### src/design/mwe_pkg.sv
// Shared types, codes and helpers for the Microwire EEPROM master.
package mwe_pkg;

    localparam int TICK_W      = 16;
    localparam int OP_W        = 3;
    localparam int CFG_IDX_W   = 3;
    localparam int CFG_DATA_W  = 16;
    localparam int ADDR_BITS_W = 4;

    // Item kinds carried in the input tuser field; codes above EWDS are ticks too
    localparam logic [OP_W-1:0] OP_TICK  = 3'd0;
    localparam logic [OP_W-1:0] OP_READ  = 3'd1;
    localparam logic [OP_W-1:0] OP_WRITE = 3'd2;
    localparam logic [OP_W-1:0] OP_EWEN  = 3'd3;
    localparam logic [OP_W-1:0] OP_EWDS  = 3'd4;

    // Microwire opcodes sent after the start bit
    localparam logic [1:0] OPC_READ  = 2'b10;
    localparam logic [1:0] OPC_WRITE = 2'b01;
    localparam logic [1:0] OPC_MISC  = 2'b00;

    localparam logic [CFG_IDX_W-1:0] CFG_ADDR_BITS     = 3'd0;
    localparam logic [CFG_IDX_W-1:0] CFG_EDGE_WAIT     = 3'd1;
    localparam logic [CFG_IDX_W-1:0] CFG_WRITE_MIN     = 3'd2;
    localparam logic [CFG_IDX_W-1:0] CFG_WRITE_TIMEOUT = 3'd3;
    localparam logic [CFG_IDX_W-1:0] CFG_READ_TRIES    = 3'd4;

    localparam logic [ADDR_BITS_W-1:0] MIN_ADDR_BITS = 4'd6;

    typedef enum logic [3:0] {
        PH_IDLE     = 4'd0,
        PH_CS_UP    = 4'd1,
        PH_SK_LOW0  = 4'd2,
        PH_START_SK = 4'd3,
        PH_TX_LOW   = 4'd4,
        PH_TX_HIGH  = 4'd5,
        PH_RX_LOW   = 4'd6,
        PH_RX_HIGH  = 4'd7,
        PH_CS_DN_W  = 4'd8,
        PH_CS_UP_W  = 4'd9,
        PH_POLL     = 4'd10,
        PH_CS_FIN   = 4'd11,
        PH_CS_END   = 4'd12
    } phase_t;

    typedef enum logic [1:0] {
        ST_OK       = 2'd0,
        ST_DUMMY    = 2'd1,
        ST_NO_MATCH = 2'd2,
        ST_TIMEOUT  = 2'd3
    } status_t;

    typedef struct packed {
        logic [ADDR_BITS_W-1:0] addr_bits;
        logic [7:0]             edge_wait_ticks;
        logic [TICK_W-1:0]      write_min_ticks;
        logic [TICK_W-1:0]      write_timeout_ticks;
        logic [3:0]             read_tries;
    } cfg_t;

    typedef struct packed {
        phase_t          phase;
        logic            half;       // 1 once the pin edge of this step is done
        logic [OP_W-1:0] cmd;
        status_t         err;
        logic [3:0]      tries;
        logic            prev_valid;
        logic            cs;
        logic            sk;
        logic            dout;
        logic            done;
    } ctrl_t;

    function automatic logic is_command(input logic [OP_W-1:0] op);
        return (op == OP_READ) || (op == OP_WRITE) || (op == OP_EWEN) || (op == OP_EWDS);
    endfunction

endpackage

### src/design/microwire_eeprom_master.sv
// Top level of the Microwire (93C-series) EEPROM master.
// Each input word is either a tick or a command (read, write, EWEN, EWDS) and
// yields exactly one output word with the pin levels, busy, done, the last read
// word and the status. The block takes one word per clock cycle unless the
// output stalls: a word is captured in an input register, the sequencer state
// is updated by one pass of the next-state logic and the result lands in an
// output register. Input is taken while a result waits, as long as the input
// register can move on; a stalled output holds both registers. Commands that
// arrive while a frame runs are dropped (they still return a result word) and
// do not count as ticks.
module microwire_eeprom_master #(
    parameter int DATA_BITS     = 16,
    parameter int MAX_ADDR_BITS = 10,
    localparam int IN_RAW       = MAX_ADDR_BITS + DATA_BITS + 1,
    localparam int IN_W         = ((IN_RAW + 7) / 8) * 8,
    localparam int OUT_RAW      = 5 + DATA_BITS + 2,
    localparam int OUT_W        = ((OUT_RAW + 7) / 8) * 8
) (
    input  logic                            clk,
    input  logic                            rst_n,
    input  logic                            s_axis_tvalid,
    output logic                            s_axis_tready,
    // address, write_data, di_level
    input  logic [IN_W-1:0]                 s_axis_tdata,
    // op
    input  logic [mwe_pkg::OP_W-1:0]        s_axis_tuser,
    output logic                            m_axis_tvalid,
    input  logic                            m_axis_tready,
    // cs_pin, sk_pin, do_pin, busy_res, done_res, read_result, status
    output logic [OUT_W-1:0]                m_axis_tdata,
    input  logic                            cfg_we,
    input  logic [mwe_pkg::CFG_IDX_W-1:0]   cfg_index,
    input  logic [mwe_pkg::CFG_DATA_W-1:0]  cfg_data
);
    import mwe_pkg::*;

    localparam int FRAME_W = 2 + MAX_ADDR_BITS + DATA_BITS;
    localparam int FL_W    = $clog2(FRAME_W + 1);

    cfg_t cfg;

    // input stage
    logic                     in_valid_reg;
    logic [OP_W-1:0]          in_op_reg;
    logic [MAX_ADDR_BITS-1:0] in_addr_reg;
    logic [DATA_BITS-1:0]     in_data_reg;
    logic                     in_di_reg;

    // sequencer state
    ctrl_t                    ctrl_reg,       ctrl_next;
    logic [FRAME_W-1:0]       frame_reg,      frame_next;
    logic [FL_W-1:0]          frame_len_reg,  frame_len_next;
    logic [FL_W-1:0]          bit_count_reg,  bit_count_next;
    logic [TICK_W-1:0]        tick_count_reg, tick_count_next;
    logic [DATA_BITS-1:0]     read_shift_reg, read_shift_next;
    logic [DATA_BITS-1:0]     prev_read_reg,  prev_read_next;
    logic [DATA_BITS-1:0]     read_word_reg,  read_word_next;

    // result stage
    logic                     out_valid_reg;
    logic [OUT_RAW-1:0]       out_word_reg;

    logic                     fire;
    logic                     in_take;

    assign fire          = in_valid_reg && (!out_valid_reg || m_axis_tready);
    assign s_axis_tready = !in_valid_reg || fire;
    assign in_take       = s_axis_tvalid && s_axis_tready;

    mwe_cfg u_cfg (
        .clk       (clk),
        .rst_n     (rst_n),
        .cfg_we    (cfg_we),
        .cfg_index (cfg_index),
        .cfg_data  (cfg_data),
        .cfg       (cfg)
    );

    mwe_step #(
        .DATA_BITS     (DATA_BITS),
        .MAX_ADDR_BITS (MAX_ADDR_BITS)
    ) u_step (
        .cfg             (cfg),
        .op              (in_op_reg),
        .address         (in_addr_reg),
        .write_data      (in_data_reg),
        .di_level        (in_di_reg),
        .ctrl            (ctrl_reg),
        .frame           (frame_reg),
        .frame_len       (frame_len_reg),
        .bit_count       (bit_count_reg),
        .tick_count      (tick_count_reg),
        .read_shift      (read_shift_reg),
        .prev_read       (prev_read_reg),
        .read_word       (read_word_reg),
        .ctrl_next       (ctrl_next),
        .frame_next      (frame_next),
        .frame_len_next  (frame_len_next),
        .bit_count_next  (bit_count_next),
        .tick_count_next (tick_count_next),
        .read_shift_next (read_shift_next),
        .prev_read_next  (prev_read_next),
        .read_word_next  (read_word_next)
    );

    always_ff @(posedge clk or negedge rst_n)
    begin
        if (!rst_n)
        begin
            in_valid_reg  <= 1'b0;
            out_valid_reg <= 1'b0;
        end
        else
        begin
            if (in_take)
                in_valid_reg <= 1'b1;
            else if (fire)
                in_valid_reg <= 1'b0;

            if (fire)
                out_valid_reg <= 1'b1;
            else if (m_axis_tready)
                out_valid_reg <= 1'b0;
        end
    end

    always_ff @(posedge clk)
    begin
        if (in_take)
        begin
            in_op_reg   <= s_axis_tuser;
            in_addr_reg <= s_axis_tdata[MAX_ADDR_BITS-1:0];
            in_data_reg <= s_axis_tdata[MAX_ADDR_BITS +: DATA_BITS];
            in_di_reg   <= s_axis_tdata[MAX_ADDR_BITS + DATA_BITS];
        end
        if (fire)
        begin
            out_word_reg <= {ctrl_next.err, read_word_next, ctrl_next.done,
                             (ctrl_next.phase != PH_IDLE), ctrl_next.dout,
                             ctrl_next.sk, ctrl_next.cs};
        end
    end

    always_ff @(posedge clk or negedge rst_n)
    begin
        if (!rst_n)
        begin
            ctrl_reg.phase      <= PH_IDLE;
            ctrl_reg.half       <= 1'b0;
            ctrl_reg.cmd        <= OP_TICK;
            ctrl_reg.err        <= ST_OK;
            ctrl_reg.tries      <= 4'd0;
            ctrl_reg.prev_valid <= 1'b0;
            ctrl_reg.cs         <= 1'b0;
            ctrl_reg.sk         <= 1'b0;
            ctrl_reg.dout       <= 1'b0;
            ctrl_reg.done       <= 1'b0;
            frame_reg           <= '0;
            frame_len_reg       <= '0;
            bit_count_reg       <= '0;
            tick_count_reg      <= '0;
            read_shift_reg      <= '0;
            prev_read_reg       <= '0;
            read_word_reg       <= '0;
        end
        else if (fire)
        begin
            ctrl_reg       <= ctrl_next;
            frame_reg      <= frame_next;
            frame_len_reg  <= frame_len_next;
            bit_count_reg  <= bit_count_next;
            tick_count_reg <= tick_count_next;
            read_shift_reg <= read_shift_next;
            prev_read_reg  <= prev_read_next;
            read_word_reg  <= read_word_next;
        end
    end

    assign m_axis_tvalid = out_valid_reg;
    assign m_axis_tdata  = OUT_W'(out_word_reg);

    // a completing word never reports busy
    a_done_not_busy: assert property (@(posedge clk) disable iff (!rst_n)
        out_valid_reg && out_word_reg[4] |-> !out_word_reg[3])
        else $error("done and busy reported together");

    // write polling only happens with chip select raised again
    a_poll_cs_high: assert property (@(posedge clk) disable iff (!rst_n)
        ctrl_reg.phase == PH_POLL |-> ctrl_reg.cs)
        else $error("ready poll with CS low");

    // a command taken while idle opens a frame
    a_cmd_starts: assert property (@(posedge clk) disable iff (!rst_n)
        fire && ctrl_reg.phase == PH_IDLE
        && (in_op_reg == OP_READ || in_op_reg == OP_WRITE
            || in_op_reg == OP_EWEN || in_op_reg == OP_EWDS)
        |=> ctrl_reg.phase == PH_CS_UP)
        else $error("command from idle did not start a frame");

endmodule

### src/design/mwe_cfg.sv
// Configuration register file for the Microwire EEPROM master.
module mwe_cfg (
    input  logic                             clk,
    input  logic                             rst_n,
    input  logic                             cfg_we,
    input  logic [mwe_pkg::CFG_IDX_W-1:0]    cfg_index,
    input  logic [mwe_pkg::CFG_DATA_W-1:0]   cfg_data,
    output mwe_pkg::cfg_t                    cfg
);
    import mwe_pkg::*;

    cfg_t cfg_reg;
    cfg_t cfg_next;

    always_comb
    begin
        cfg_next = cfg_reg;
        if (cfg_we)
        begin
            case (cfg_index)
                CFG_ADDR_BITS:     cfg_next.addr_bits           = cfg_data[ADDR_BITS_W-1:0];
                CFG_EDGE_WAIT:     cfg_next.edge_wait_ticks     = cfg_data[7:0];
                CFG_WRITE_MIN:     cfg_next.write_min_ticks     = cfg_data[TICK_W-1:0];
                CFG_WRITE_TIMEOUT: cfg_next.write_timeout_ticks = cfg_data[TICK_W-1:0];
                CFG_READ_TRIES:    cfg_next.read_tries          = cfg_data[3:0];
                default:           cfg_next = cfg_reg;
            endcase
        end
    end

    always_ff @(posedge clk or negedge rst_n)
    begin
        if (!rst_n)
        begin
            cfg_reg.addr_bits           <= 4'd6;
            cfg_reg.edge_wait_ticks     <= 8'd1;
            cfg_reg.write_min_ticks     <= 16'd100;
            cfg_reg.write_timeout_ticks <= 16'd1100;
            cfg_reg.read_tries          <= 4'd10;
        end
        else
        begin
            cfg_reg <= cfg_next;
        end
    end

    assign cfg = cfg_reg;

endmodule

### src/design/mwe_step.sv
// Next-state logic of the frame sequencer: one word in, one state update out.
module mwe_step #(
    parameter int DATA_BITS     = 16,
    parameter int MAX_ADDR_BITS = 10,
    localparam int FRAME_W      = 2 + MAX_ADDR_BITS + DATA_BITS,
    localparam int FL_W         = $clog2(FRAME_W + 1),
    localparam int IDX_W        = $clog2(FRAME_W)
) (
    input  mwe_pkg::cfg_t                  cfg,
    input  logic [mwe_pkg::OP_W-1:0]       op,
    input  logic [MAX_ADDR_BITS-1:0]       address,
    input  logic [DATA_BITS-1:0]           write_data,
    input  logic                           di_level,
    input  mwe_pkg::ctrl_t                 ctrl,
    input  logic [FRAME_W-1:0]             frame,
    input  logic [FL_W-1:0]                frame_len,
    input  logic [FL_W-1:0]                bit_count,
    input  logic [mwe_pkg::TICK_W-1:0]     tick_count,
    input  logic [DATA_BITS-1:0]           read_shift,
    input  logic [DATA_BITS-1:0]           prev_read,
    input  logic [DATA_BITS-1:0]           read_word,
    output mwe_pkg::ctrl_t                 ctrl_next,
    output logic [FRAME_W-1:0]             frame_next,
    output logic [FL_W-1:0]                frame_len_next,
    output logic [FL_W-1:0]                bit_count_next,
    output logic [mwe_pkg::TICK_W-1:0]     tick_count_next,
    output logic [DATA_BITS-1:0]           read_shift_next,
    output logic [DATA_BITS-1:0]           prev_read_next,
    output logic [DATA_BITS-1:0]           read_word_next
);
    import mwe_pkg::*;

    logic [7:0]                 edge_wait;
    logic [TICK_W-1:0]          tick_inc;
    logic [ADDR_BITS_W-1:0]     ab;
    logic [MAX_ADDR_BITS-1:0]   adr;
    logic [1:0]                 opc;
    logic [MAX_ADDR_BITS+1:0]   hdr;
    logic [FRAME_W-1:0]         full;
    logic [FL_W-1:0]            bit_sel;
    logic [FL_W-1:0]            bc_inc;
    logic [3:0]                 tries_inc;

    always_comb
    begin
        edge_wait = (cfg.edge_wait_ticks == 8'd0) ? 8'd1 : cfg.edge_wait_ticks;
        tick_inc  = (tick_count == {TICK_W{1'b1}}) ? tick_count : tick_count + 1'b1;
        bit_sel   = FL_W'(FRAME_W - 1) - bit_count;
        bc_inc    = bit_count + 1'b1;
        tries_inc = ctrl.tries + 1'b1;

        // address length is clamped and latched at the command
        if (cfg.addr_bits < MIN_ADDR_BITS)
            ab = MIN_ADDR_BITS;
        else if (cfg.addr_bits > ADDR_BITS_W'(MAX_ADDR_BITS))
            ab = ADDR_BITS_W'(MAX_ADDR_BITS);
        else
            ab = cfg.addr_bits;

        adr = address & ~({MAX_ADDR_BITS{1'b1}} << ab);
        case (op)
            OP_READ:  opc = OPC_READ;
            OP_WRITE: opc = OPC_WRITE;
            default:  opc = OPC_MISC;
        endcase
        if (op == OP_EWEN)
            adr = MAX_ADDR_BITS'(2'b11) << (ab - 4'd2);
        else if (op == OP_EWDS)
            adr = '0;
        hdr  = ((MAX_ADDR_BITS + 2)'(opc) << ab) | (MAX_ADDR_BITS + 2)'(adr);
        // left-align so the start of the frame sits at the top bit
        full = {hdr, (op == OP_WRITE) ? write_data : {DATA_BITS{1'b0}}};

        ctrl_next       = ctrl;
        ctrl_next.done  = 1'b0;
        frame_next      = frame;
        frame_len_next  = frame_len;
        bit_count_next  = bit_count;
        tick_count_next = tick_count;
        read_shift_next = read_shift;
        prev_read_next  = prev_read;
        read_word_next  = read_word;

        if (is_command(op))
        begin
            if (ctrl.phase == PH_IDLE)
            begin
                frame_next      = full << (ADDR_BITS_W'(MAX_ADDR_BITS) - ab);
                frame_len_next  = FL_W'(ab) + FL_W'(2)
                                  + ((op == OP_WRITE) ? FL_W'(DATA_BITS) : FL_W'(0));
                ctrl_next.cmd        = op;
                ctrl_next.err        = ST_OK;
                ctrl_next.tries      = 4'd0;
                ctrl_next.prev_valid = 1'b0;
                read_shift_next      = '0;
                bit_count_next       = '0;
                ctrl_next.phase      = PH_CS_UP;
                ctrl_next.half       = 1'b0;
                tick_count_next      = '0;
            end
        end
        else if (ctrl.phase != PH_IDLE)
        begin
            tick_count_next = tick_inc;
            if (ctrl.phase == PH_POLL)
            begin
                if (tick_inc >= cfg.write_timeout_ticks)
                begin
                    if (ctrl.err == ST_OK)
                        ctrl_next.err = ST_TIMEOUT;
                    ctrl_next.phase = PH_CS_FIN;
                    ctrl_next.half  = 1'b0;
                    tick_count_next = '0;
                end
                else if (tick_inc >= cfg.write_min_ticks && di_level)
                begin
                    ctrl_next.phase = PH_CS_FIN;
                    ctrl_next.half  = 1'b0;
                    tick_count_next = '0;
                end
            end
            else if (tick_inc >= {8'd0, edge_wait})
            begin
                tick_count_next = '0;
                if (!ctrl.half)
                begin
                    ctrl_next.half = 1'b1;
                    case (ctrl.phase)
                        PH_CS_UP, PH_CS_UP_W:            ctrl_next.cs = 1'b1;
                        PH_CS_DN_W, PH_CS_FIN, PH_CS_END: ctrl_next.cs = 1'b0;
                        PH_SK_LOW0, PH_TX_LOW, PH_RX_LOW: ctrl_next.sk = 1'b0;
                        default:                         ctrl_next.sk = 1'b1;
                    endcase
                end
                else
                begin
                    ctrl_next.half = 1'b0;
                    case (ctrl.phase)
                        PH_CS_UP:
                            ctrl_next.phase = PH_SK_LOW0;
                        PH_SK_LOW0:
                        begin
                            ctrl_next.dout  = 1'b1;
                            ctrl_next.phase = PH_START_SK;
                        end
                        PH_START_SK:
                        begin
                            bit_count_next  = '0;
                            ctrl_next.phase = PH_TX_LOW;
                        end
                        PH_TX_LOW:
                        begin
                            ctrl_next.dout  = frame[bit_sel[IDX_W-1:0]];
                            ctrl_next.phase = PH_TX_HIGH;
                        end
                        PH_TX_HIGH:
                        begin
                            if (bc_inc < frame_len)
                            begin
                                bit_count_next  = bc_inc;
                                ctrl_next.phase = PH_TX_LOW;
                            end
                            else
                            begin
                                ctrl_next.dout = 1'b0;
                                bit_count_next = '0;
                                if (ctrl.cmd == OP_READ)
                                begin
                                    // dummy bit must read low
                                    if (di_level && ctrl.err == ST_OK)
                                        ctrl_next.err = ST_DUMMY;
                                    ctrl_next.phase = PH_RX_LOW;
                                end
                                else if (ctrl.cmd == OP_WRITE)
                                    ctrl_next.phase = PH_CS_DN_W;
                                else
                                    ctrl_next.phase = PH_CS_END;
                            end
                        end
                        PH_RX_LOW:
                            ctrl_next.phase = PH_RX_HIGH;
                        PH_RX_HIGH:
                        begin
                            read_shift_next = {read_shift[DATA_BITS-2:0], di_level};
                            bit_count_next  = bc_inc;
                            ctrl_next.phase = (bc_inc < FL_W'(DATA_BITS)) ? PH_RX_LOW
                                                                           : PH_CS_END;
                        end
                        PH_CS_DN_W:
                            ctrl_next.phase = PH_CS_UP_W;
                        PH_CS_UP_W:
                            ctrl_next.phase = PH_POLL;
                        PH_CS_END:
                        begin
                            if (ctrl.cmd == OP_READ)
                            begin
                                ctrl_next.tries = tries_inc;
                                if (ctrl.prev_valid && prev_read == read_shift)
                                begin
                                    read_word_next  = read_shift;
                                    ctrl_next.phase = PH_IDLE;
                                    ctrl_next.done  = 1'b1;
                                end
                                else
                                begin
                                    prev_read_next       = read_shift;
                                    ctrl_next.prev_valid = 1'b1;
                                    if (tries_inc >= cfg.read_tries || tries_inc == 4'd0)
                                    begin
                                        read_word_next = read_shift;
                                        if (ctrl.err == ST_OK)
                                            ctrl_next.err = ST_NO_MATCH;
                                        ctrl_next.phase = PH_IDLE;
                                        ctrl_next.done  = 1'b1;
                                    end
                                    else
                                    begin
                                        read_shift_next = '0;
                                        ctrl_next.phase = PH_CS_UP;
                                    end
                                end
                            end
                            else
                            begin
                                ctrl_next.phase = PH_IDLE;
                                ctrl_next.done  = 1'b1;
                            end
                        end
                        default:
                        begin
                            ctrl_next.phase = PH_IDLE;
                            ctrl_next.done  = 1'b1;
                        end
                    endcase
                end
            end
        end
    end

endmodule
### config.mk
export PLATFORM = sky130hd
export DESIGN_NAME = microwire_eeprom_master
export DESIGN_NICKNAME = d
export VERILOG_FILES = /design/src/design/mwe_pkg.sv /design/src/design/microwire_eeprom_master.sv /design/src/design/mwe_cfg.sv /design/src/design/mwe_step.sv
export SDC_FILE = /design/constraint.sdc
export NUM_CORES = 1
export LEC_CHECK = 0
export BUFFER_PORTS_ARGS = -buffer_cell sky130_fd_sc_hd__buf_2
export CAP_MARGIN = 15
export CORE_MARGIN = 2
export CORE_UTILIZATION = 31
export DETAILED_ROUTE_END_ITERATION = 8
export PLACE_DENSITY = 0.51
export SYNTH_ARGS = -nofsm -noshare
export SYNTH_HDL_FRONTEND = slang
export SYNTH_SLANG_ARGS = --single-unit
### constraint.sdc
create_clock -name clk -period 4.1 [get_ports clk]
set_clock_uncertainty 0.2 [all_clocks]
set_input_delay 0.82 -clock clk [delete_from_list [all_inputs] [get_ports clk]]
set_output_delay 0.82 -clock clk [all_outputs]
set_load 0.05 [all_outputs]
==> impl_metrics.toml <==
[status]
run_status = "finished clean"

[floorplanning]
floorplan.io_pins = 85
die_w_um = 207.5
die_h_um = 207.5
start_util_pct = 31.44
die-area_sq_mm = 0.04305
floorplan.rows = 74
design.core.area_sq_mm = 0.04083

[global_routing]
grt_antenna_before_repair = 0
grt_start_max_net_pins = 101
grt-ovfl-total = 0
track_usage_pct = 14.65
grt_pass1_wl_um = 52060
first_global_vias = 9748

[placed_design]
dpl.cell_count = 1870
hpwl_um = 22810
io_buffers = 78
routabilityCongestion = 0.8991
placed_area_sq_mm = 0.01434

[drt]
vias_per_cell = 5.020
routed_wl_um = 31990
first_pass_iters = 5
first_iter_violations = 579
ant_nets = 0
routedWlPerCell_um = 16.51
route.detailed.drc = 0
dr_total_vias = 9724

[final_layout]
final_common_cell = "nand2_1"
largest_reg_flops = 48
layout_common_cells = "nand2_1, dfrtp_1, buf_4, o21ai_0, buf_2"
drive_gt1_share_pct = 27.19
area_delta_synth_final_pct = 22.54
fin_cells = 1937
fin_area_sq_mm = 0.01573
antenna_cells = 0
fin_util_pct = 38.53
num-nets-final = 1506

[worst_setup_path]
r2r-end = "out_word_reg[13]"
path_cells = "nand4_1 -> nor2_1 -> nand2_1 -> nand4_1 -> nor2_1 -> xor2_1 -> buf_4 -> ha_1 -> and3_4 -> nand3_4 -> o31ai_4 -> nor3_4 -> a21boi_4 -> nand3_4 -> nor2_4 -> buf_12 -> mux2_2"
crit-reg2reg-launch = "tick_count_reg[3]"
cp-start-kind = "register"
cp_top_family = "simple AND/OR/NAND/NOR gates"
crit_slowest_cell = "dfrtp_1"
rrSetupSlack_ns = 0.11
path_buf_inv = 2
crit_type = "register to register"
cp_max_fo = 8
slowest_delay_ns = 0.35
crit_required_ns = 4.19
crit_arrival_ns = 4.08
ff2ff_path_depth = 17
cp-end-kind = "register"

[clock_network]
cts_tree = "built"
cts_max_level = 1
clockBufferDepth = 3
numCtsBuffers = 28
hold_buffers = 0
clock-sinks = 223
path_clk_slew_ns = 0.06
clock_latency_ns = 0.56
cts_root_buf = "clkbuf_16"

[yosys]
synthFlopType = "dfrtp_1"
synth_nets = 1358
ys_types = 86
syn_area_sq_mm = 0.01284
avgSynthCellArea_sq_um = 10.39
ys_ff_latch = 223
synth_edf_count = 53
synth_cells = 1235
yosys_warnings = 0
synth-async-reset-ratio_pct = 76.23
ys_seq_area_share_pct = 45.65

[sta]
hold_violations = 0
finalCriticalPeriod_ns = 3.993
period_share_pct = 97.38
finalSetupViolations = 0
grt_setup_unrepaired = "true"
worst_pin_slew_ns = 0.9904
drv_slew = 0
timing.hold.ws_ns = 0.1962
relSlewSlack_pct = 33.98
max_freq_mhz = 250.5

[flow_run]
cap_viol_max_count = 0

[pwr]
power_leakage_uw = 0.007120
power_density_mw_per_mm2 = 485.1
ir_drop_mv = 0.3454

[min_path]
holdCritPathClass = "input pin to asynchronous set/reset pin"
-- report_power, final --
part | leakage (uW) | switching (uW) | internal [uW] | total, uW
registers | 0.00273 | 210 | 2620 | 2830
logic | 0.00395 | 1450 | 977 | 2420
clock network | 0.000442 | 948 | 1430 | 2380
-- metal layers --
layer,GRT usage (%),share of wire (%),routed length (um)
met5,0,0,0
met1,20.73,48,15450
met4,4.433,2.6,817
met3,2.345,4.1,1302
met2,23.01,45,14420
-- area by class of cell --
cell class,count,area [sq um]
clock buffers,41,810.8
clock inverters,11,86.33
repair buffers,182,1289
fillers,4014,25100
well taps,532,665.6
inverters,64,240.2
multi-input cells,884,6779
flip-flops and latches,223,5861
-- worst max path at each step --
stage / startpoint / endpoint / slack, ns / cells after the start
after global routing: tick_count_reg[0] / prev_read_reg[10] / -0.06 / 17
after CTS: tick_count_reg[0] / read_word_reg[14] / -0.006 / 18
after floorplan: tick_count_reg[0] / prev_read_reg[10] / 0.01 / 17
after detailed placement: tick_count_reg[0] / ctrl_reg[8] / -0.10 / 18
after global placement: tick_count_reg[0] / ctrl_reg[3] / -0.08 / 19
final: tick_count_reg[3] / out_word_reg[13] / 0.11 / 17
-- timing repair --
item                       in CTS  in global routing
gates resized for setup         6                 65
setup buffers                   3                 11
setup endpoints to repair      86                103
pin swaps                       4                 30
cloned                          0                  2
-- cell families (layout without fill, tap and decap cells) --
logic type / Yosys count / count (layout) / synth area share, %
AND/OR/NAND/NOR: 360 / 360 / 13.51
AO/OA/AOI/OAI: 285 / 285 / 15.28
other: 1 / 1 / 0.02921
adder cells (fa/ha/maj): 64 / 64 / 6.238
XOR/XNOR: 40 / 40 / 2.729
flip-flops: 223 / 223 / 45.65
multiplexers: 134 / 134 / 12.39
buffers and inverters: 128 / 298 / 4.172
-- through the flow --
| stage | power, uW | setup TNS [ns] | setup slack (ns) |
|---|---|---|---|
| after global placement | 5112 | -3.552 | -0.08151 |
| after global routing | 8134 | -1.909 | -0.06015 |
| final | 7631 | 0 | 0.1073 |
| after detailed placement | 5156 | -2.638 | -0.1015 |
| after CTS | 7609 | -0.03848 | -0.006173 |
| after floorplan | 4401 | 0 | 0.01313 |
-- cell usage after synthesis, drive strengths merged (4+ instances only) --
cell / count / area share (%)
a22o: 24 / 1.6
a21oi: 44 / 1.7
nor2: 63 / 1.9
or3b: 4 / 0.27
dfstp: 12 / 2.5
o31ai: 13 / 0.76
xor2: 26 / 1.8
nor2b: 5 / 0.24
and2: 8 / 0.41
xnor2: 14 / 0.96
and3: 5 / 0.24
nor4: 8 / 0.51
a31oi: 9 / 0.44
clkbuf: 46 / 1.3
a221oi: 6 / 0.41
o211ai: 6 / 0.39
nand4: 11 / 0.58
a32oi: 6 / 0.41
mux4: 9 / 1.6
mux2i: 46 / 3.6
nand2b: 10 / 0.49
mux2: 79 / 7.2
dfrtp: 158 / 31
nand2: 170 / 5.0
o21a: 6 / 0.35
a211o: 6 / 0.41
o21ai: 88 / 3.5
a21o: 12 / 0.70
a22oi: 10 / 0.58
ha: 64 / 6.2
nor3b: 5 / 0.29
a211oi: 8 / 0.51
buf: 18 / 0.96
nor3: 21 / 0.99
o41ai: 4 / 0.27
inv: 63 / 1.8
a21boi: 4 / 0.32
nand3b: 5 / 0.29
nand3: 32 / 1.4
a2bb2oi: 4 / 0.27
edfxtp: 53 / 12
No activity file was read; power rests on OpenSTA's default activity.
